File: src/rtl/thi_pwm_pkg.sv
// Shared types, constants, sine table and helpers for the third-harmonic PWM generator.
package thi_pwm_pkg;

	// Field widths
	localparam int PERIOD_W   = 16;
	localparam int STEP_W     = 16;
	localparam int SCALE_W    = 24;
	localparam int GAIN_W     = 24;
	localparam int FREQ_W     = 24;
	localparam int CMP_W      = 16;
	localparam int CFG_DATA_W = 24;
	localparam int CFG_IDX_W  = 2;

	// Sine table and phase
	localparam int SINE_TABLE_BITS = 10;
	localparam int PHASE_BITS      = 32;
	localparam int QUARTER         = 2 ** (SINE_TABLE_BITS - 2);
	localparam int QIDX_W          = SINE_TABLE_BITS - 1;
	localparam int SINE_MAG_W      = 17;
	localparam int SINE_W          = 18;
	localparam logic [PHASE_BITS-1:0] PHASE_OFFSET =
		PHASE_BITS'(((64'd1 << PHASE_BITS) + 64'd1) / 64'd3);

	// Datapath arithmetic
	localparam int MUL_A_W    = 26;
	localparam int MUL_B_W    = 25;
	localparam int PROD_W     = 51;
	localparam int AMP_W      = 25;
	localparam int AMP_SHIFT  = 23;
	localparam int W6_W       = 20;
	localparam int NUM_SPLIT  = 22;
	localparam int NUM_HI_W   = 22;
	localparam int LO_PROD_W  = 38;
	localparam int P_W        = 60;
	localparam int Q_SHIFT    = 34;
	localparam int Y_W        = 26;
	localparam int YQ_W       = 19;
	localparam int RECIP_W    = 20;
	localparam int RECIP_SHIFT = 20;
	localparam int INC_SHIFT  = 16;
	localparam logic [RECIP_W-1:0] RECIP_M = RECIP_W'(((64'd1 << RECIP_SHIFT) + 64'd2) / 64'd3);
	localparam logic signed [PROD_W-1:0] NUM_BIAS = PROD_W'(64'd6 << 32);
	localparam logic [63:0] TWO_PI_Q30 = 64'd6746518852;
	localparam logic [63:0] Q30_ONE    = 64'd1 << 30;

	// Register defaults
	localparam logic [PERIOD_W-1:0] PERIOD_RST = 16'd1875;
	localparam logic [STEP_W-1:0]   STEP_RST   = 16'd16;
	localparam logic [SCALE_W-1:0]  SCALE_RST  = 24'd429497;
	localparam logic [GAIN_W-1:0]   GAIN_RST   = 24'd193725;

	// Lane codes
	localparam logic [1:0] LANE_LAST_SINE = 2'd3;
	localparam logic [1:0] LANE_LAST_CMP  = 2'd2;
	localparam logic [1:0] LANE_THIRD     = 2'd3;

	typedef enum logic [CFG_IDX_W-1:0] {
		REG_PWM_PERIOD,
		REG_RAMP_STEP,
		REG_PHASE_SCALE,
		REG_AMPLITUDE_GAIN
	} cfg_reg_t;

	typedef enum logic [3:0] {
		ST_IDLE, ST_AMP, ST_SINE, ST_WEIGHT, ST_SPLIT, ST_HIGH,
		ST_QUOT, ST_RECIP, ST_STORE, ST_INCR, ST_ADV, ST_DONE
	} state_t;

	typedef enum logic [3:0] {
		OP_NONE, OP_LOAD, OP_AMP, OP_SINE, OP_WEIGHT, OP_SPLIT, OP_HIGH,
		OP_QUOT, OP_RECIP, OP_STORE, OP_INCR, OP_ADV, OP_DONE
	} op_t;

	typedef struct packed {
		op_t        op;
		logic [1:0] lane;
	} cmd_t;

	typedef struct packed {
		logic [CMP_W-1:0]  compare_a;
		logic [CMP_W-1:0]  compare_b;
		logic [CMP_W-1:0]  compare_c;
		logic              enable_pin;
		logic              enable_inverted_pin;
		logic              fault_reset_pin;
		logic [FREQ_W-1:0] present_frequency;
	} result_t;

	typedef logic [SINE_MAG_W-1:0] sine_lut_t [QUARTER+1];

	// Quarter-wave sine in Q16, Taylor series in Q30 evaluated at elaboration
	function automatic sine_lut_t build_sine_lut();
		sine_lut_t  lut;
		logic [63:0] x;
		logic [63:0] x2;
		logic [63:0] t;
		for (int q = 0; q <= QUARTER; q++) begin
			x  = (64'(q) * TWO_PI_Q30) >> SINE_TABLE_BITS;
			x2 = (x * x) >> 30;
			t  = Q30_ONE;
			t  = Q30_ONE - (((x2 * t) >> 30) / 64'd110);
			t  = Q30_ONE - (((x2 * t) >> 30) / 64'd72);
			t  = Q30_ONE - (((x2 * t) >> 30) / 64'd42);
			t  = Q30_ONE - (((x2 * t) >> 30) / 64'd20);
			t  = Q30_ONE - (((x2 * t) >> 30) / 64'd6);
			lut[q] = SINE_MAG_W'((((x * t) >> 30) + 64'd8192) >> 14);
		end
		return lut;
	endfunction

	localparam sine_lut_t SINE_LUT = build_sine_lut();

	// Signed Q16 sine of a phase, quadrants folded onto the quarter table
	function automatic logic signed [SINE_W-1:0] sine_of(input logic [PHASE_BITS-1:0] phase);
		logic [SINE_TABLE_BITS-1:0] idx;
		logic [QIDX_W-1:0]          r;
		logic [QIDX_W-1:0]          q;
		logic signed [SINE_W-1:0]   mag;
		idx = phase[PHASE_BITS-1 -: SINE_TABLE_BITS];
		r   = {1'b0, idx[SINE_TABLE_BITS-3:0]};
		q   = idx[SINE_TABLE_BITS-2] ? QIDX_W'(QUARTER) - r : r;
		mag = $signed({1'b0, SINE_LUT[q]});
		return idx[SINE_TABLE_BITS-1] ? -mag : mag;
	endfunction

endpackage

File: src/rtl/thi_pwm_ctrl.sv
// Sequencer: walks one tick through the shared-multiplier datapath.
module thi_pwm_ctrl (
	input  logic                clk,
	input  logic                arst_n,
	input  logic                in_valid,
	output logic                in_ready,
	output logic                out_valid,
	input  logic                out_ready,
	output thi_pwm_pkg::cmd_t   cmd
);

	thi_pwm_pkg::state_t state_q;
	thi_pwm_pkg::state_t state_nx;
	logic [1:0]          lane_q;
	logic                out_valid_q;
	logic                out_free;

	assign out_free  = !out_valid_q || out_ready;
	assign out_valid = out_valid_q;

	always_comb begin
		state_nx = state_q;
		unique case (state_q)
			thi_pwm_pkg::ST_IDLE:   if (in_valid) state_nx = thi_pwm_pkg::ST_AMP;
			thi_pwm_pkg::ST_AMP:    state_nx = thi_pwm_pkg::ST_SINE;
			thi_pwm_pkg::ST_SINE:   if (lane_q == thi_pwm_pkg::LANE_LAST_SINE)
				state_nx = thi_pwm_pkg::ST_WEIGHT;
			thi_pwm_pkg::ST_WEIGHT: state_nx = thi_pwm_pkg::ST_SPLIT;
			thi_pwm_pkg::ST_SPLIT:  state_nx = thi_pwm_pkg::ST_HIGH;
			thi_pwm_pkg::ST_HIGH:   state_nx = thi_pwm_pkg::ST_QUOT;
			thi_pwm_pkg::ST_QUOT:   state_nx = thi_pwm_pkg::ST_RECIP;
			thi_pwm_pkg::ST_RECIP:  state_nx = thi_pwm_pkg::ST_STORE;
			thi_pwm_pkg::ST_STORE:  state_nx = (lane_q == thi_pwm_pkg::LANE_LAST_CMP) ?
				thi_pwm_pkg::ST_INCR : thi_pwm_pkg::ST_WEIGHT;
			thi_pwm_pkg::ST_INCR:   state_nx = thi_pwm_pkg::ST_ADV;
			thi_pwm_pkg::ST_ADV:    state_nx = thi_pwm_pkg::ST_DONE;
			thi_pwm_pkg::ST_DONE:   if (out_free) state_nx = thi_pwm_pkg::ST_IDLE;
			default:                state_nx = thi_pwm_pkg::ST_IDLE;
		endcase
	end

	always_comb begin
		in_ready = 1'b0;
		cmd.lane = lane_q;
		cmd.op   = thi_pwm_pkg::OP_NONE;
		unique case (state_q)
			thi_pwm_pkg::ST_IDLE: begin
				in_ready = 1'b1;
				if (in_valid) cmd.op = thi_pwm_pkg::OP_LOAD;
			end
			thi_pwm_pkg::ST_AMP:    cmd.op = thi_pwm_pkg::OP_AMP;
			thi_pwm_pkg::ST_SINE:   cmd.op = thi_pwm_pkg::OP_SINE;
			thi_pwm_pkg::ST_WEIGHT: cmd.op = thi_pwm_pkg::OP_WEIGHT;
			thi_pwm_pkg::ST_SPLIT:  cmd.op = thi_pwm_pkg::OP_SPLIT;
			thi_pwm_pkg::ST_HIGH:   cmd.op = thi_pwm_pkg::OP_HIGH;
			thi_pwm_pkg::ST_QUOT:   cmd.op = thi_pwm_pkg::OP_QUOT;
			thi_pwm_pkg::ST_RECIP:  cmd.op = thi_pwm_pkg::OP_RECIP;
			thi_pwm_pkg::ST_STORE:  cmd.op = thi_pwm_pkg::OP_STORE;
			thi_pwm_pkg::ST_INCR:   cmd.op = thi_pwm_pkg::OP_INCR;
			thi_pwm_pkg::ST_ADV:    cmd.op = thi_pwm_pkg::OP_ADV;
			thi_pwm_pkg::ST_DONE:   if (out_free) cmd.op = thi_pwm_pkg::OP_DONE;
			default:                cmd.op = thi_pwm_pkg::OP_NONE;
		endcase
	end

	always_ff @(posedge clk or negedge arst_n) begin
		if (!arst_n) begin
			state_q     <= thi_pwm_pkg::ST_IDLE;
			lane_q      <= '0;
			out_valid_q <= 1'b0;
		end else begin
			state_q <= state_nx;
			// lane wraps from 3 to 0 at the end of the sine sweep
			if (state_q == thi_pwm_pkg::ST_SINE) begin
				lane_q <= lane_q + 2'd1;
			end else if (state_q == thi_pwm_pkg::ST_STORE) begin
				lane_q <= (lane_q == thi_pwm_pkg::LANE_LAST_CMP) ? 2'd0 : lane_q + 2'd1;
			end
			if (state_q == thi_pwm_pkg::ST_DONE && out_free) begin
				out_valid_q <= 1'b1;
			end else if (out_ready) begin
				out_valid_q <= 1'b0;
			end
		end
	end

endmodule

File: config.mk
export PLATFORM = sky130hd
export DESIGN_NAME = thi_pwm_ctrl
export DESIGN_NICKNAME = d
export VERILOG_FILES = /design/src/rtl/thi_pwm_pkg.sv /design/src/rtl/thi_pwm_ctrl.sv
export SDC_FILE = /design/constraint.sdc
export NUM_CORES = 1
export LEC_CHECK = 0
export BUFFER_PORTS_ARGS = -buffer_cell sky130_fd_sc_hd__buf_2
export CORE_AREA = 2 2 39 41
export DETAILED_ROUTE_END_ITERATION = 7
export DIE_AREA = 0 0 41 43
export GPL_ROUTABILITY_DRIVEN = 0
export PLACE_DENSITY = 0.66
export SYNTH_ARGS = -nofsm -noshare
export SYNTH_HDL_FRONTEND = slang
export SYNTH_SLANG_ARGS = --single-unit
File: constraint.sdc
create_clock -name clk -period 1.2 [get_ports clk]
set_input_delay 0.24 -clock clk [delete_from_list [all_inputs] [get_ports clk]]
set_output_delay 0.24 -clock clk [all_outputs]
set_load 0.1 [all_outputs]
==> flow_summary_export.csv <==
group,metric,value,unit
yosys,synthCells,64,
worst_setup_path,r2r_cells,6,
detailed_routing,vias,801,
yosys,ys_ff_latch,7,
worst_setup_path,cp-start-kind,"flop",
yosys,synth_async_sr_flop_share,100,%
sta,finalMaxSlewViolations,0,
sta,hold_violations,0,
die,core,0.00138,sq mm
place,dp_slack,-304,ps
worst_setup_path,r2r-end,"lane_q[0]$_DFFE_PN0P_",
place,port_buffers,11,
sta,finalClockSkew,5.23,ps
die,dieArea,0.00176,sq mm
worst_setup_path,crit_arrival,1480,ps
die,initial_core_util,39.2,%
sta,setup_ws,-523,ps
run_status,status,"finished with violations",
layout,n_fill_cell,56,
layout,utilization,89.0,%
clocking,clk_pin_slew,70,ps
layout,stdcell_count,125,
sta,grt_setup_unrepaired,"true",
yosys,syn-cell-area,542,sq um
detailed_routing,ant_nets,0,
run_status,violations,"setup timing",
global_route,overflow,0,
yosys,synth_common_cells,"dfrtp_1 (7), nor2_1 (7), o21ai_0 (6)",
worst_setup_path,max_stage_delay,470,ps
global_route,grt_pass1_vias,734,
place,hpwlAfterDp,1180,um
layout,final-seq-area,190,sq um
clocking,numClockSinks,7,
worst_setup_path,critical_path_class,"reg2out",
detailed_routing,routed_wl,2860,um
worst_setup_path,path_buf_inv,2,
worst_setup_path,cp_cell_sequence,"nor4_2, buf_4, nor2_4, buf_12",
place,dp.cells,104,
layout,final_area,0.00123,sq mm
yosys,synth_edf_count,0,
worst_setup_path,r2r_setup_slack,-410,ps
detailed_routing,firstDrtPassIters,4,
worst_setup_path,crit_slowest_cell,"dfrtp_2",
clocking,clock_latency,270,ps
layout,diodes,0,
worst_hold_path,hp-class,"in2async",
worst_setup_path,cp_max_fo,5,
sta,period_needed,1720,ps
sta,slew_headroom,77.3,%
yosys,synth_warnings,0,
global_route,grt_pass1_wl,3820,um
layout,drive_gt1_share,74.3,%
layout,nets,114,
worst_setup_path,r2r_start,"state_q[2]$_DFFE_PN0P_",
yosys,avgSynthCellArea,8.47,sq um
clocking,ctsRootBufferMaster,"clkbuf_4",
place,postPlaceCellArea,948,sq um
sta,finalSetupViolCount,15,
detailed_routing,drc,0,
global_route,grt_max_degree,15,
worst_setup_path,critical-path-top-delay-family,"flip-flops",
detailed_routing,drt-initial-drc-count,40,
global_route,antenna_found_initial,0,
worst_setup_path,end_kind,"output pin",
die,ioPinCount,12,
worst_setup_path,crit_required,960,ps
sta,fmax,0.580,GHz
worst_setup_path,startpoint,"state_q[1]$_DFFE_PN0P_",
global_route,gr-usage-all-layers,33.1,%
clocking,numCtsBuffers,3,
job,maxCapViolCount,0,
worst_setup_path,crit_path_end,"cmd[2]",
yosys,synth_ff_type,"dfrtp_1",
die,fp-row-count,14,
clocking,cts_tree,"done",
die,dieHeight,43,um
yosys,synth_area_leaders,"dfrtp_1 (32%), o21ai_0 (5.5%), nor2_1 (4.8%)",
clocking,cts_max_level,1,
yosys,yosysTopAreaCell,"dfrtp_1",
detailed_routing,routed_via_density,6.41,
yosys,ys_types,32,
yosys,yosysTopAreaCellShare,32.3,%
detailed_routing,wire_per_inst,22.9,um
layout,multi_input_area,479,sq um
yosys,syn-num-nets,68,
sta,fin_crit_sh,144,%
layout,area_growth,127,%
worst_setup_path,path_depth,4,
die,chipWidth,41,um
clocking,cts_buffer_depth,2,
yosys,ys_seq_area_share,32.3,%
sta,worstMarginPinSlew,338,ps
==> through the flow <==
step           hold WS (ps)  TNS [ps]
3_5_place_dp           79.2     -1720
5_1_grt                 366     -4300
3_3_place_gp           81.6     -1670
6_report                337     -4060
2_1_floorplan         -55.6     -2950
4_1_cts                 340     -3300
==> sequential cells by signal, indices dropped and copies added, names as in the netlist <==
register   count
lane_q         2
state_q        4
out_valid      1
==> worst register-to-register path: stages, from the launching register on <==
cell and delay, ps:
dfrtp_2 470, buf_6 160, buf_4 140, buf_6 140, nor2_4 80, or4b_4 460, nand3_2 100
==> routing by layer <==
layer	vias to the layer above	global-route usage, %	part of all wire (%)	wire [um]
li1	322	-	-	-
met1	376	42.3	36	1030
met2	75	51.2	45	1300
met3	28	5.76	9.2	262
met4	0	16.0	9.3	265
met5	-	0	0	0
==> final cells by class <==
cell class / count / share of cell area, %
Timing Repair Buffer: 47 / 41.5
Multi-Input combinational cell: 50 / 38.9
Sequential cell: 7 / 15.4
Clock buffer: 3 / 1.83
Tap cell: 16 / 1.63
Clock inverter: 1 / 0.407
Inverter: 1 / 0.305
==> placed cells by master (no fill, tap or decap), types with 2 or more instances in the layout <==
cell type / synthesis / routed
o21ai_0: 6 / 3
nand2_2: 1 / 4
buf_2: 3 / 3
nor2_4: 0 / 3
nor2b_1: 2 / 2
o31ai_1: 3 / 2
nand2b_4: 1 / 3
clkbuf_4: 0 / 3
buf_4: 2 / 23
dfrtp_4: 0 / 3
dfrtp_2: 0 / 3
buf_12: 0 / 10
buf_6: 1 / 10
or2_4: 0 / 2
nor2_1: 7 / 5
==> worst min-delay path by stage <==
stage,end,cells past startpoint,from
after floorplan,state_q[0]$_DFFE_PN0P_,0,arst_n
after global placement,lane_q[1]$_DFFE_PN0P_,1,arst_n
after detailed placement,lane_q[1]$_DFFE_PN0P_,1,arst_n
after CTS,lane_q[1]$_DFFE_PN0P_,2,arst_n
after global routing,out_valid$_DFFE_PN0P_,2,arst_n
final,lane_q[1]$_DFFE_PN0P_,2,arst_n
==> cell families after synthesis <==
group	after synthesis	share of synthesized area, %
AO/OA/AOI/OAI	16	18.7
XOR/XNOR	2	3.23
buffers and inverters	7	8.31
flip-flops	7	32.3
AND/OR/NAND/NOR	32	37.4
==> timing repair <==
item | CTS | global route
hold endpoints to repair | 7 | 0
hold buffers | 1 | 0
pin swaps | 5 | 4
setup buffers | 12 | 4
cloned | 0 | 0
gates resized for setup | 18 | 14
setup endpoints to repair | 13 | 14
Power is left out: the tool's default activity adds up to more than one toggle a clock period on the data nets, which glitch-free logic cannot reach.
